`config.mk`:
```
export PLATFORM = sky130hd
export DESIGN_NAME = value_noise_turbulence_3d
export DESIGN_NICKNAME = d
export VERILOG_FILES = /design/src/rtl/vnt_pkg.sv /design/src/rtl/value_noise_turbulence_3d.sv /design/src/rtl/vnt_table.sv /design/src/rtl/vnt_lerp.sv
export SDC_FILE = /design/constraint.sdc
export NUM_CORES = 2
export LEC_CHECK = 0
export BUFFER_PORTS_ARGS = -buffer_cell sky130_fd_sc_hd__buf_2
export CAP_MARGIN = 40
export CORE_MARGIN = 8
export CORE_UTILIZATION = 60
export CTS_CLUSTER_DIAMETER = 80
export DETAILED_ROUTE_END_ITERATION = 12
export MAX_ROUTING_LAYER = met4
export PLACE_DENSITY_LB_ADDON = 0.25
export SKIP_CTS_REPAIR_TIMING = 1
export SLEW_MARGIN = 20
export SYNTH_ARGS = -nofsm -noshare
export SYNTH_HDL_FRONTEND = slang
export SYNTH_MEMORY_MAX_BITS = 65536
export SYNTH_SLANG_ARGS = --single-unit
```
`constraint.sdc`:
```
create_clock -name clock -period 26.7 [get_ports clock]
set_clock_uncertainty 0.15 [all_clocks]
set_input_delay 5.34 -clock clock [delete_from_list [all_inputs] [get_ports clock]]
set_output_delay 5.34 -clock clock [all_outputs]
set_load 0.02 [all_outputs]
```
`src/rtl/vnt_pkg.sv`:
```
// ----------------------------------------------------------------------------
// vnt_pkg: shared types and constants
// Table ports, lerp unit transactions and the fixed lattice permutation.
// ----------------------------------------------------------------------------
package vnt_pkg;

   localparam int TABLE_SIZE  = 256;
   localparam int INDEX_BITS  = 8;
   localparam int VALUE_BITS  = 16;
   localparam int COUNT_BITS  = 4;
   localparam int RESULT_BITS = 15;
   localparam int COUNT_RESET = 4;
   localparam int Q14_ONE     = 16384;

   // Input transaction codes.
   localparam logic OP_LOAD = 1'b0;
   localparam logic OP_EVAL = 1'b1;

   // Lerp levels: the tag names the level the result belongs to.
   localparam logic [1:0] LVL_CORNER = 2'd0;
   localparam logic [1:0] LVL_X      = 2'd1;
   localparam logic [1:0] LVL_Y      = 2'd2;
   localparam logic [1:0] LVL_Z      = 2'd3;

   typedef struct packed {
      logic                  en;
      logic [INDEX_BITS-1:0] addr;
      logic [VALUE_BITS-1:0] data;
   } tbl_wr_type;

   typedef struct packed {
      logic                  en;
      logic [INDEX_BITS-1:0] addr;
   } tbl_rd_type;

   typedef struct packed {
      logic                  valid;
      logic [1:0]            level;
      logic [VALUE_BITS-1:0] a;
      logic [VALUE_BITS-1:0] b;
   } lerp_req_type;

   typedef struct packed {
      logic                  valid;
      logic [1:0]            level;
      logic [VALUE_BITS-1:0] value;
   } lerp_rsp_type;

   localparam logic [7:0] HASH_ROM [TABLE_SIZE] = '{
      8'd225,8'd155,8'd210,8'd108,8'd175,8'd199,8'd221,8'd144,
      8'd203,8'd116,8'd70 ,8'd213,8'd69 ,8'd158,8'd33 ,8'd252,
      8'd5  ,8'd82 ,8'd173,8'd133,8'd222,8'd139,8'd174,8'd27 ,
      8'd9  ,8'd71 ,8'd90 ,8'd246,8'd75 ,8'd130,8'd91 ,8'd191,
      8'd169,8'd138,8'd2  ,8'd151,8'd194,8'd235,8'd81 ,8'd7  ,
      8'd25 ,8'd113,8'd228,8'd159,8'd205,8'd253,8'd134,8'd142,
      8'd248,8'd65 ,8'd224,8'd217,8'd22 ,8'd121,8'd229,8'd63 ,
      8'd89 ,8'd103,8'd96 ,8'd104,8'd156,8'd17 ,8'd201,8'd129,
      8'd36 ,8'd8  ,8'd165,8'd110,8'd237,8'd117,8'd231,8'd56 ,
      8'd132,8'd211,8'd152,8'd20 ,8'd181,8'd111,8'd239,8'd218,
      8'd170,8'd163,8'd51 ,8'd172,8'd157,8'd47 ,8'd80 ,8'd212,
      8'd176,8'd250,8'd87 ,8'd49 ,8'd99 ,8'd242,8'd136,8'd189,
      8'd162,8'd115,8'd44 ,8'd43 ,8'd124,8'd94 ,8'd150,8'd16 ,
      8'd141,8'd247,8'd32 ,8'd10 ,8'd198,8'd223,8'd255,8'd72 ,
      8'd53 ,8'd131,8'd84 ,8'd57 ,8'd220,8'd197,8'd58 ,8'd50 ,
      8'd208,8'd11 ,8'd241,8'd28 ,8'd3  ,8'd192,8'd62 ,8'd202,
      8'd18 ,8'd215,8'd153,8'd24 ,8'd76 ,8'd41 ,8'd15 ,8'd179,
      8'd39 ,8'd46 ,8'd55 ,8'd6  ,8'd128,8'd167,8'd23 ,8'd188,
      8'd106,8'd34 ,8'd187,8'd140,8'd164,8'd73 ,8'd112,8'd182,
      8'd244,8'd195,8'd227,8'd13 ,8'd35 ,8'd77 ,8'd196,8'd185,
      8'd26 ,8'd200,8'd226,8'd119,8'd31 ,8'd123,8'd168,8'd125,
      8'd249,8'd68 ,8'd183,8'd230,8'd177,8'd135,8'd160,8'd180,
      8'd12 ,8'd1  ,8'd243,8'd148,8'd102,8'd166,8'd38 ,8'd238,
      8'd251,8'd37 ,8'd240,8'd126,8'd64 ,8'd74 ,8'd161,8'd40 ,
      8'd184,8'd149,8'd171,8'd178,8'd101,8'd66 ,8'd29 ,8'd59 ,
      8'd146,8'd61 ,8'd254,8'd107,8'd42 ,8'd86 ,8'd154,8'd4  ,
      8'd236,8'd232,8'd120,8'd21 ,8'd233,8'd209,8'd45 ,8'd98 ,
      8'd193,8'd114,8'd78 ,8'd19 ,8'd206,8'd14 ,8'd118,8'd127,
      8'd48 ,8'd79 ,8'd147,8'd85 ,8'd30 ,8'd207,8'd219,8'd54 ,
      8'd88 ,8'd234,8'd190,8'd122,8'd95 ,8'd67 ,8'd143,8'd109,
      8'd137,8'd214,8'd145,8'd93 ,8'd92 ,8'd100,8'd245,8'd0  ,
      8'd216,8'd186,8'd60 ,8'd83 ,8'd105,8'd97 ,8'd204,8'd52
   };

endpackage

```
`src/rtl/value_noise_turbulence_3d.sv`:
```
// ----------------------------------------------------------------------------
// value_noise_turbulence_3d: 3-D value-noise turbulence
// Lattice table in RAM, eight corner reads per octave, shared lerp unit.
// ----------------------------------------------------------------------------
// Usage:
// The request channel (req_*) takes two kinds of transaction. A load
// (req_op = 0) writes req_entry_value into lattice entry req_entry_index and
// gives no response. An evaluate (req_op = 1) takes a Q16.16 point and gives
// one response transaction on rsp_* with the turbulence.
// Every table entry that an evaluation touches must have been loaded first.
// The csr_wr_en / csr_wr_data port sets the octave count; write it only
// while the block is idle.
// Each octave issues eight corner reads through the single RAM read port,
// one a cycle, and the lerp unit reduces them as they return. The block
// accepts one transaction at a time, the next one in the cycle after the
// response is loaded.
// The response sits in an output register, so a new request is accepted
// while it waits; if the receiver still stalls when the next evaluation
// finishes, the block holds that result until rsp_ready frees the register.
// Reset sets the octave count to 4 and empties the pipeline; the table
// contents stay undefined until loaded.
// ----------------------------------------------------------------------------
module value_noise_turbulence_3d #(
   parameter int MAX_OCTAVES     = 8,
   parameter int COORD_FRAC_BITS = 16
) (
   input  logic                                clock,
   input  logic                                reset,
   input  logic                                req_valid,
   output logic                                req_ready,
   input  logic                                req_op,
   input  logic [vnt_pkg::INDEX_BITS-1:0]      req_entry_index,
   input  logic signed [vnt_pkg::VALUE_BITS-1:0] req_entry_value,
   input  logic signed [31:0]                  req_x_coord,
   input  logic signed [31:0]                  req_y_coord,
   input  logic signed [31:0]                  req_z_coord,
   output logic                                rsp_valid,
   input  logic                                rsp_ready,
   output logic [vnt_pkg::RESULT_BITS-1:0]     rsp_turbulence,
   input  logic                                csr_wr_en,
   input  logic [vnt_pkg::COUNT_BITS-1:0]      csr_wr_data
);
   import vnt_pkg::*;

   localparam int FB   = COORD_FRAC_BITS;
   localparam int AW   = VALUE_BITS + 2 + MAX_OCTAVES;
   localparam int SH_W = 5;

   typedef enum logic [1:0] {
      ST_IDLE,
      ST_READ,
      ST_WAIT,
      ST_FINISH
   } state_type;

   state_type                 state_ff;
   logic [COUNT_BITS-1:0]     octave_count_ff;
   logic [31:0]               x_ff, y_ff, z_ff;
   logic [COUNT_BITS-1:0]     oct_n_ff, oct_k_ff;
   logic [2:0]                corner_ff;
   logic signed [AW-1:0]      acc_ff;
   logic [VALUE_BITS-1:0]     held_ff [3];
   logic [2:0]                held_v_ff;
   logic                      rsp_valid_ff;
   logic [RESULT_BITS-1:0]    rsp_turb_ff;

   tbl_wr_type                tbl_wr;
   tbl_rd_type                tbl_rd;
   logic [VALUE_BITS-1:0]     tbl_data;
   logic                      tbl_valid;
   lerp_req_type              lerp_req;
   lerp_rsp_type              lerp_rsp;
   logic [FB-1:0]             lerp_frac;

   logic [INDEX_BITS-1:0]     ixd, iyd, izd, hash_y, corner_addr;
   logic [COUNT_BITS-1:0]     n_clamped;
   logic                      mem_issue, lerp_issue, lerp_hold, oct_done;
   logic [1:0]                lerp_lvl;
   logic [VALUE_BITS-1:0]     lerp_held;
   logic signed [AW-1:0]      oct_add;
   logic [SH_W-1:0]           oct_shift;
   logic signed [AW-1:0]      acc_floor;
   logic signed [VALUE_BITS+1:0] t_val, t_clamp;
   logic [RESULT_BITS-1:0]    t_abs;
   logic                      rsp_free;

   // Corner address: hash chain over z, then y, then the x offset.
   always_comb begin
      ixd         = x_ff[FB+INDEX_BITS-1:FB] + {{(INDEX_BITS-1){1'b0}}, corner_ff[0]};
      iyd         = y_ff[FB+INDEX_BITS-1:FB] + {{(INDEX_BITS-1){1'b0}}, corner_ff[1]};
      izd         = z_ff[FB+INDEX_BITS-1:FB] + {{(INDEX_BITS-1){1'b0}}, corner_ff[2]};
      hash_y      = iyd + HASH_ROM[izd];
      corner_addr = ixd + HASH_ROM[hash_y];
   end

   always_comb begin
      tbl_wr.en   = req_valid && req_ready && (req_op == OP_LOAD);
      tbl_wr.addr = req_entry_index;
      tbl_wr.data = req_entry_value;
      tbl_rd.en   = (state_ff == ST_READ);
      tbl_rd.addr = corner_addr;
   end

   // Values pair up level by level: the first of a pair is held, the second
   // issues a lerp whose result climbs one level. The schedule of corner
   // returns never lets two lerps issue in one cycle.
   always_comb begin
      mem_issue  = tbl_valid && held_v_ff[0];
      lerp_lvl   = lerp_rsp.level;
      lerp_held  = '0;
      unique case (lerp_lvl)
         LVL_X:   lerp_held = held_ff[1];
         LVL_Y:   lerp_held = held_ff[2];
         default: lerp_held = '0;
      endcase
      lerp_hold  = lerp_rsp.valid && (lerp_lvl != LVL_Z);
      lerp_issue = lerp_hold && (((lerp_lvl == LVL_X) && held_v_ff[1]) ||
                                 ((lerp_lvl == LVL_Y) && held_v_ff[2]));
      lerp_req.valid = mem_issue || lerp_issue;
      if (mem_issue) begin
         lerp_req.level = LVL_X;
         lerp_req.a     = held_ff[0];
         lerp_req.b     = tbl_data;
      end else begin
         lerp_req.level = lerp_lvl + 2'd1;
         lerp_req.a     = lerp_held;
         lerp_req.b     = lerp_rsp.value;
      end
      unique case (lerp_req.level)
         LVL_X:   lerp_frac = x_ff[FB-1:0];
         LVL_Y:   lerp_frac = y_ff[FB-1:0];
         default: lerp_frac = z_ff[FB-1:0];
      endcase
   end

   always_comb begin
      n_clamped = ({1'b0, octave_count_ff} > (COUNT_BITS+1)'(MAX_OCTAVES)) ?
                  COUNT_BITS'(MAX_OCTAVES) : octave_count_ff;
      oct_done  = lerp_rsp.valid && (lerp_lvl == LVL_Z);
      oct_shift = SH_W'(MAX_OCTAVES - 1) - SH_W'(oct_k_ff);
      oct_add   = AW'($signed(lerp_rsp.value)) <<< oct_shift;
      acc_floor = acc_ff >>> MAX_OCTAVES;
      t_val     = acc_floor[VALUE_BITS+1:0];
      if (t_val > $signed((VALUE_BITS+2)'(Q14_ONE))) begin
         t_clamp = (VALUE_BITS+2)'(Q14_ONE);
      end else if (t_val < -$signed((VALUE_BITS+2)'(Q14_ONE))) begin
         t_clamp = -$signed((VALUE_BITS+2)'(Q14_ONE));
      end else begin
         t_clamp = t_val;
      end
      t_abs     = t_clamp[VALUE_BITS+1] ? RESULT_BITS'(-t_clamp) : RESULT_BITS'(t_clamp);
      rsp_free  = !rsp_valid_ff || rsp_ready;
   end

   always_ff @(posedge clock) begin
      if (reset) begin
         state_ff        <= ST_IDLE;
         octave_count_ff <= COUNT_BITS'(COUNT_RESET);
         held_v_ff       <= '0;
         rsp_valid_ff    <= 1'b0;
         corner_ff       <= '0;
         oct_k_ff        <= '0;
      end else begin
         if (csr_wr_en) begin
            octave_count_ff <= csr_wr_data;
         end
         if ((state_ff == ST_FINISH) && rsp_free) begin
            rsp_valid_ff <= 1'b1;
         end else if (rsp_ready) begin
            rsp_valid_ff <= 1'b0;
         end

         if (tbl_valid) begin
            held_v_ff[0] <= !held_v_ff[0];
            if (!held_v_ff[0]) begin
               held_ff[0] <= tbl_data;
            end
         end
         if (lerp_hold) begin
            unique case (lerp_lvl)
               LVL_X: begin
                  held_v_ff[1] <= !held_v_ff[1];
                  if (!held_v_ff[1]) begin
                     held_ff[1] <= lerp_rsp.value;
                  end
               end
               default: begin
                  held_v_ff[2] <= !held_v_ff[2];
                  if (!held_v_ff[2]) begin
                     held_ff[2] <= lerp_rsp.value;
                  end
               end
            endcase
         end

         unique case (state_ff)
            ST_IDLE: begin
               if (req_valid && (req_op == OP_EVAL)) begin
                  x_ff      <= req_x_coord;
                  y_ff      <= req_y_coord;
                  z_ff      <= req_z_coord;
                  oct_n_ff  <= n_clamped;
                  oct_k_ff  <= '0;
                  corner_ff <= '0;
                  acc_ff    <= '0;
                  state_ff  <= (n_clamped == '0) ? ST_FINISH : ST_READ;
               end
            end
            ST_READ: begin
               corner_ff <= corner_ff + 3'd1;
               if (corner_ff == 3'd7) begin
                  state_ff <= ST_WAIT;
               end
            end
            ST_WAIT: begin
               if (oct_done) begin
                  acc_ff   <= acc_ff + oct_add;
                  oct_k_ff <= oct_k_ff + COUNT_BITS'(1);
                  x_ff     <= {x_ff[30:0], 1'b0};
                  y_ff     <= {y_ff[30:0], 1'b0};
                  z_ff     <= {z_ff[30:0], 1'b0};
                  state_ff <= (oct_k_ff + COUNT_BITS'(1) == oct_n_ff) ? ST_FINISH : ST_READ;
               end
            end
            ST_FINISH: begin
               if (rsp_free) begin
                  rsp_turb_ff  <= t_abs;
                  state_ff     <= ST_IDLE;
               end
            end
            default: state_ff <= ST_IDLE;
         endcase
      end
   end

   assign req_ready      = (state_ff == ST_IDLE);
   assign rsp_valid      = rsp_valid_ff;
   assign rsp_turbulence = rsp_turb_ff;

   vnt_table u_table (
      .clock    (clock),
      .reset    (reset),
      .wr       (tbl_wr),
      .rd       (tbl_rd),
      .rd_data  (tbl_data),
      .rd_valid (tbl_valid)
   );

   vnt_lerp #(.FRAC_BITS(FB)) u_lerp (
      .clock (clock),
      .reset (reset),
      .req   (lerp_req),
      .frac  (lerp_frac),
      .rsp   (lerp_rsp)
   );

   a_one_lerp_issue: assert property (@(posedge clock) disable iff (reset)
      !(mem_issue && lerp_issue))
      else $error("corner and level lerps issued in the same cycle");

   a_idle_empty: assert property (@(posedge clock) disable iff (reset)
      (state_ff == ST_IDLE) |-> (held_v_ff == 3'b000 && !lerp_rsp.valid && !tbl_valid))
      else $error("interpolation left partial values after an octave");

   a_octave_end_in_wait: assert property (@(posedge clock) disable iff (reset)
      oct_done |-> (state_ff == ST_WAIT))
      else $error("octave result arrived outside the wait state");

   a_finish_loads: assert property (@(posedge clock) disable iff (reset)
      (state_ff == ST_FINISH && rsp_free) |=> rsp_valid_ff)
      else $error("finished evaluation did not produce a response");

endmodule

```
`src/rtl/vnt_table.sv`:
```
// ----------------------------------------------------------------------------
// vnt_table: lattice value memory
// 256 x 16 synchronous RAM, one write port and one read port with a
// registered read and a matching data-valid flag.
// ----------------------------------------------------------------------------
module vnt_table (
   input  logic                       clock,
   input  logic                       reset,
   input  vnt_pkg::tbl_wr_type        wr,
   input  vnt_pkg::tbl_rd_type        rd,
   output logic [vnt_pkg::VALUE_BITS-1:0] rd_data,
   output logic                       rd_valid
);
   import vnt_pkg::*;

   logic [VALUE_BITS-1:0] mem [TABLE_SIZE];
   logic [VALUE_BITS-1:0] rd_data_ff;
   logic                  rd_valid_ff;

   always_ff @(posedge clock) begin
      if (wr.en) begin
         mem[wr.addr] <= wr.data;
      end
      if (rd.en) begin
         rd_data_ff <= mem[rd.addr];
      end
   end

   always_ff @(posedge clock) begin
      if (reset) begin
         rd_valid_ff <= 1'b0;
      end else begin
         rd_valid_ff <= rd.en;
      end
   end

   assign rd_data  = rd_data_ff;
   assign rd_valid = rd_valid_ff;

endmodule

```
`src/rtl/vnt_lerp.sv`:
```
// ----------------------------------------------------------------------------
// vnt_lerp: registered linear interpolation unit
// Computes a + floor(f * (b - a) / 2^FRAC_BITS) and carries the level tag.
// ----------------------------------------------------------------------------
module vnt_lerp #(
   parameter int FRAC_BITS = 16
) (
   input  logic                  clock,
   input  logic                  reset,
   input  vnt_pkg::lerp_req_type req,
   input  logic [FRAC_BITS-1:0]  frac,
   output vnt_pkg::lerp_rsp_type rsp
);
   import vnt_pkg::*;

   logic signed [VALUE_BITS:0]          diff;
   logic signed [FRAC_BITS+VALUE_BITS+1:0] prod;
   logic signed [VALUE_BITS+1:0]        step;
   logic signed [VALUE_BITS+1:0]        sum;
   logic                                valid_ff;
   logic [1:0]                          level_ff;
   logic [VALUE_BITS-1:0]               value_ff;

   always_comb begin
      diff = $signed({req.b[VALUE_BITS-1], req.b}) - $signed({req.a[VALUE_BITS-1], req.a});
      prod = $signed({1'b0, frac}) * diff;
      // The arithmetic shift floors toward minus infinity.
      step = (VALUE_BITS+2)'(prod >>> FRAC_BITS);
      sum  = $signed({{2{req.a[VALUE_BITS-1]}}, req.a}) + step;
   end

   always_ff @(posedge clock) begin
      if (reset) begin
         valid_ff <= 1'b0;
      end else begin
         valid_ff <= req.valid;
      end
      level_ff <= req.level;
      value_ff <= sum[VALUE_BITS-1:0];
   end

   assign rsp.valid = valid_ff;
   assign rsp.level = level_ff;
   assign rsp.value = value_ff;

endmodule
```
# Word-level counts from Yosys, hierarchy flattened
# Memories as Yosys holds them, arrays and structs flattened. A register that Yosys moved wholly into a read port is not among the register bits.
# Cells that the tools add are included.
# word_totals
n_memories	4
elab_cells	149
romBits	4096
reg_bits	154
in_bits	130
ram_bits	4144
# mem_list
memory	depth	word_bits	read_ports	rd_clocked_by_memory_dff	wr	line_no	source
u_table.mem	256	16	1	1	1	vnt_table.sv:16	logic [VALUE_BITS-1:0] mem [TABLE_SIZE];
(no name shown)	256	8	1	0	0	value_noise_turbulence_3d.sv:93	corner_addr = ixd + HASH_ROM[hash_y];
(no name shown)	256	8	1	0	0	value_noise_turbulence_3d.sv:92	hash_y = iyd + HASH_ROM[izd];
held_ff	3	16	3	0	2	value_noise_turbulence_3d.sv:62	logic [VALUE_BITS-1:0] held_ff [3];
# op_classes
n_eq_ne	15
mul	1
muxes	56
n_reduce_logical	31
bitwise	5
order_cmp	5
n_shift	1
n_addsub	13
# ops
operator	count
2-to-1 mux 24 bit	6
one-hot mux 24 bit (2 select lines)	3
one-hot mux 16 bit (2 select lines)	2
2-to-1 mux 26 bit	2
one-hot mux 26 bit (2 select lines)	1
2-to-1 mux 18 bit	2
2-to-1 mux 34 bit	1
multiplier 17 x 17 -> 32 bit	1
2-to-1 mux 8 bit	4
adder 26 bit	1
<<< shifter 16 x 5 -> 26 bit	1
adder 8 x 1 -> 8 bit	3
2-to-1 mux 1 bit	19
greater-or-equal comparator 9 bit, second input constant	2
greater-than comparator 18 x 16 -> 1 bit, second input constant	1
< comparator 18 x 15 -> 1 bit, second input constant	1
inverter 8 -> 9 bit	2
subtractor 16 x 16 -> 17 bit	1
adder 16 bit	1
adder 8 bit	2
2-to-1 mux 16 bit	1
OR reduction 16 bit	1
2-to-1 mux 15 bit	1
negator 15 bit	1
27 further kinds	67

# Depth between registers and ports, before layout
# depth
word_depth	11
ltp_mapped	51

# By module
# From an unflattened synthesis, not the netlist that was laid out.
# hier_totals
hier_cells	10828
hier_area_um2	186527.6
# by_module_without_submodules
mod	n_inst	seq_area_each_um2	area_per_inst_um2	cells_per_inst
vnt_table	1	123498.4	158608.4	7356
value_noise_turbulence_3d	1	5295.1	17503.0	2287
vnt_lerp	1	380.4	10416.2	1185

# Worst setup path after synthesis
# OpenSTA, ideal clock, no wires.
# synth_path
kind	register to register
start	reg u_lerp.level_ff[0]
end	reg u_lerp.value_ff[15]
slack_ns	15.920
required_ns	26.429
setup_time_ns	0.121
synth_period_minus_slack_ns	10.780
path_stages_with_launch	50
path_buffers	4
arrival_ns	10.509
cell_sequence	dfxtp_1 inv_1 ha_1 nand2b_2 buf_6 clkbuf_1 o21a_1 ha_1 nor2b_1 o21ai_0 a21boi_0 o21ai_0 a21boi_0 o21ai_0 a21boi_0 o21ai_0 a21oi_1 a41o_1 (+14 left out) a21o_1 a211oi_1 o31ai_1 a31oi_1 nor2b_1 o21a_1 o21a_1 nor2_1 ha_1 nand3_1 nand3b_1 a21oi_1 inv_1 a2111o_1 a311oi_2 xnor2_1 xnor2_1 xnor2_1
# synth_between
elab_chain_len	6
word_cells_on_any_way	11
# synth_lines
item	line_no	source
start: declaration	vnt_lerp.sv:21	logic [1:0] level_ff;
start signal: assignment	vnt_lerp.sv:38	level_ff <= req.level;
== test 2 bit, or another cell as far along	value_noise_turbulence_3d.sv:111	unique case (lerp_lvl)
one-hot mux 16 bit (2 select lines) or 2-to-1 mux 34 bit (tied branches)	value_noise_turbulence_3d.sv:111, value_noise_turbulence_3d.sv:120	
2-to-1 mux 34 bit (*)	value_noise_turbulence_3d.sv:120	if (mem_issue) begin
subtractor 16 x 16 -> 17 bit or one-hot mux 16 bit (2 select lines) (tied branches)	vnt_lerp.sv:25, value_noise_turbulence_3d.sv:129	
multiplier 17 x 17 -> 32 bit	vnt_lerp.sv:26	prod = $signed({1'b0, frac}) * diff;
adder 16 bit (*)	vnt_lerp.sv:29	sum = $signed({{2{req.a[VALUE_BITS-1]}}, req.a}) + step;
named net u_lerp.sum[15]	vnt_lerp.sv:19	logic signed [VALUE_BITS+1:0] sum;
end signal: assignment	vnt_lerp.sv:39	value_ff <= sum[VALUE_BITS-1:0];
end: declaration	vnt_lerp.sv:22	logic [VALUE_BITS-1:0] value_ff;
# Mark *: on every way through the listed nets, which the timed path passes. The rest lies on a longest branch.
# A chain may end at the register's enable or synchronous reset.

# Final worst setup path
# layout_path
start	reg corner_ff[2]
end	reg u_table.rd_data_ff[4], in the netlist u_table.rd_data[4] (read register of u_table.mem), data pin
# layout_between
elab_chain_len	11
# layout_lines
item	line_no	source
start: declaration	value_noise_turbulence_3d.sv:60	logic [2:0] corner_ff;
start signal: assignment	value_noise_turbulence_3d.sv:210	corner_ff <= corner_ff + 3'd1;
adder 8 x 1 -> 8 bit	value_noise_turbulence_3d.sv:91	izd = z_ff[FB+INDEX_BITS-1:FB] + {{(INDEX_BITS-1){1'b0}}, corner_ff[2]};
inverter 8 -> 9 bit (implied by the code)	value_noise_turbulence_3d.sv:92	
memory read (256 x 8 bit)	--	
2-to-1 mux 8 bit (implied by the code) (2 in series)	value_noise_turbulence_3d.sv:92	
adder 8 bit	value_noise_turbulence_3d.sv:92	
inverter 8 -> 9 bit (implied by the code)	value_noise_turbulence_3d.sv:93	
memory read (256 x 8 bit)	--	
2-to-1 mux 8 bit (implied by the code) (2 in series)	value_noise_turbulence_3d.sv:93	
adder 8 bit	value_noise_turbulence_3d.sv:93	
end: declaration	vnt_table.sv:17	logic [VALUE_BITS-1:0] rd_data_ff;
# No other way between the ends. The select of a mux whose other input is x is not followed.

==> out/qor.yml <==
detailed_routing:
  drc: 0
  ant_nets: 0
  wl_um: 472000
  firstDrtPassIters: 6
  num_vias: 99445
  viasPerCell: 6.72
  post_drt_wl_per_cell_um: 31.9
  drtIter0Drc: 14403
placement:
  dp_slack_ns: 11.08
  hpwlAfterDp_um: 279000
  place_inst: 13964
  port_buffers: 122
  routabilityCongestion: 0.899
worst_hold_path:
  hold_depth: 0
  hp-class: "register to register"
timing:
  maxSlewViolCount: 0
  fin_ws_ns: 10.67
  rsz0062_at_grt: "no"
  hold_viol: 0
  period_minus_slack_ns: 16.03
  final.setup.tns_ns: 0
  setup_violations: 0
  max_freq_mhz: 62.4
  worst_pin_slew_ns: 1.25
  slew_headroom_pct: 16.6
  timing.final.crit_share_pct: 60.0
clocking:
  clkSlewWorstSetupHoldPaths_ns: 0.06
  cts.sinks: 4314
  clockBufferDepth: 4
  cts_buffers: 418
  clk_latency_ns: 1.00
  h-tree-depth: 5
  cts_tree: "yes"
  ctsRootBufferMaster: "clkbuf_16"
critical_path:
  crit_path_end: "u_table.rd_data[4]"
  rr_endpoint: "u_table.rd_data[4]"
  reg2reg_depth: 38
  cp_max_fo: 132
  cp-start-kind: "register"
  crit_path_top_delay_cell: "fa_4"
  crit_type: "register to register"
  critPathCaptureType: "register"
  worstSetupStartpoint: "corner_ff[2]"
  required_ns: 27.10
  timing.rr.start: "corner_ff[2]"
  max_stage_delay_ns: 1.22
  ff2ff_setup_slack_ns: 10.67
  critPathArrivalTime_ns: 16.43
global_route:
  grt.total_usage_pct: 29.5
  grt_overflow: 0
  grt_pass1_wl_um: 684000
  antenna_found_initial: 15
  grt_pass1_vias: 98729
  grt_start_max_net_pins: 146
logic_synthesis:
  yosys_warnings: 0
  synthSimpleGateAreaFrac_pct: 3.94
  seq_area_frac_synth_pct: 70.0
  syn-cell-area_sq_um: 185000
  synth_edf_count: 4277
  netlist_instances: 9850
  synth_ff_type: "edfxtp_1"
  synth_fp_nets: 10414
  yosys-mux-area-fraction_pct: 16.6
  ys_seq_elements: 4314
  synth-compound-area-share_pct: 3.23
  synthArstFlopShare_pct: 0
  synthAdderAreaFrac_pct: 3.82
  synth-xor-area-share_pct: 0.505
  synth_top_family_by_area: "multiplexers"
  synth_cell_types: 84
  avgSynthCellArea_sq_um: 18.7
finish:
  areaGrowthSynthToFinish_pct: 12.5
  fill_cells: 18812
  nets: 10881
  fin_cells: 14790
  drive_gt1_share_pct: 24.8
die:
  coreArea_sq_um: 306000
  rows: 203
  die_w_um: 571
  die_h_um: 571
  start_util_pct: 60.3
  die_area_sq_um: 326000
  pin_count: 147
run:
  maxCapViolCount: 0
outcome:
  run_status: "complete, no violations"
==> state kept, by name, indices dropped and copies added, names as in the netlist, 3 cells and up <==
name,count
corner_ff,3
oct_n_ff,4
y_ff,24
u_table.rd_data,16
oct_k_ff,4
held_ff,48
acc_ff,26
octave_count_ff,4
x_ff,24
u_table.mem,4096
rsp_turbulence,15
held_v_ff,3
u_lerp.value_ff,16
z_ff,24
==> per-layer routing <==
layer  wire length, um  vias up  track usage, %
li1                  -    40478               -
met1            179000    51875            40.8
met2            228000     6125            45.1
met3             47400      967            5.22
met4             18700        0            10.2
met5                 0        -               -
==> cells in the mapped netlist (all sizes together) (30+ instances only) <==
| library cell | instances | area, sq um |
|---|---|---|
| clkbuf | 454 | 1700 |
| nand3 | 73 | 365 |
| a211oi | 106 | 801 |
| mux4 | 1288 | 29000 |
| o21ai | 197 | 986 |
| o211ai | 38 | 285 |
| a22oi | 33 | 248 |
| nor2 | 601 | 2260 |
| nor2b | 41 | 257 |
| o311ai | 32 | 280 |
| edfxtp | 4277 | 128000 |
| fa | 215 | 4300 |
| mux2i | 161 | 1610 |
| xnor2 | 73 | 647 |
| buf | 140 | 542 |
| xor2 | 30 | 263 |
| o21a | 32 | 240 |
| ha | 219 | 2740 |
| dfxtp | 37 | 741 |
| a21oi | 209 | 1050 |
| inv | 332 | 1250 |
| nand2 | 711 | 2680 |
| and2 | 77 | 482 |
| a31oi | 80 | 507 |
| nor3 | 90 | 450 |
==> through the flow <==
step,hold slack (ns),cell area (sq um),utilization [%]
3_5_place_dp,0.294,193000,63.1
6_report,0.312,208000,67.8
5_1_grt,0.311,208000,67.8
4_1_cts,0.311,207000,67.6
3_3_place_gp,0.297,192000,62.7
2_1_floorplan,0.274,185000,-
==> area by class of cell <==
class / instances / area, sq um / area share (%)
diodes: 20 / 50.0 / 0.0241
clock buffers: 504 / 10900 / 5.23
clock inverters: 269 / 2970 / 1.43
inverters: 333 / 1250 / 0.602
multi-input cells: 4609 / 52400 / 25.2
flip-flops and latches: 4314 / 129000 / 62.2
well taps: 4100 / 5130 / 2.47
repair buffers: 641 / 5790 / 2.79
==> cells in the final DEF (no fill, tap or decap), types with 24 or more instances in the layout <==
master,netlist,final
clkbuf_16,0,419
clkinv_1,1,96
a21oi_1,208,207
xnor2_1,72,59
o211ai_1,38,38
nor2_2,0,36
buf_2,4,123
inv_1,331,331
nand2_1,710,697
nand2b_1,28,27
nor2_1,601,558
edfxtp_1,4277,4277
clkinv_2,0,80
a21o_1,24,24
ha_1,219,219
nand3_1,73,69
buf_16,0,29
buf_4,1,402
and2_1,76,76
nor3_1,90,89
buf_12,0,30
a31oi_1,79,79
bufinv_16,0,49
mux4_2,1288,1288
o21ai_0,193,190
mux2i_1,161,161
dfxtp_1,37,37
o311ai_0,32,32
nor2b_1,41,40
a311oi_1,28,28
clkbuf_1,454,80
a211oi_1,105,104
a22oi_1,33,33
fa_1,215,213
o21a_1,32,32
==> logic make-up (layout without fill, tap and decap cells) <==
kind of cell | after synthesis | in the layout
simple gates | 1705 | 1705
other cells | 0 | 20
xor+xnor | 104 | 104
mux | 1453 | 1453
buf+inv | 927 | 1747
fa+ha+maj | 434 | 434
compound gates | 913 | 913
flops | 4314 | 4314
==> critical path: cells and delay by family, from the launching register on <==
family | cells | cell delay [ns]
AOI/OAI and AO/OA | 8 | 2.16
xor gates and xnor gates | 2 | 0.32
adders and majority gates | 6 | 3.15
buffers and inverters | 10 | 4.26
DFF | 1 | 0.51
muxes | 5 | 2.23
and+or+nand+nor | 7 | 2.46
==> worst min path at each step <==
stage	end	from	slack (ns)
floorplan	held_ff[0][31]	u_lerp.value_ff[15]	0.27
global placement	held_ff[0][4]	u_table.rd_data[4]	0.30
detailed placement	held_ff[0][3]	u_table.rd_data[3]	0.29
CTS	held_ff[0][1]	u_table.rd_data[1]	0.31
global route	held_ff[0][3]	u_table.rd_data[3]	0.31
finish	held_ff[0][1]	u_table.rd_data[1]	0.31
Power is not shown: default switching activity piles up to over one toggle a cycle in this logic, so the estimate is an artifact.
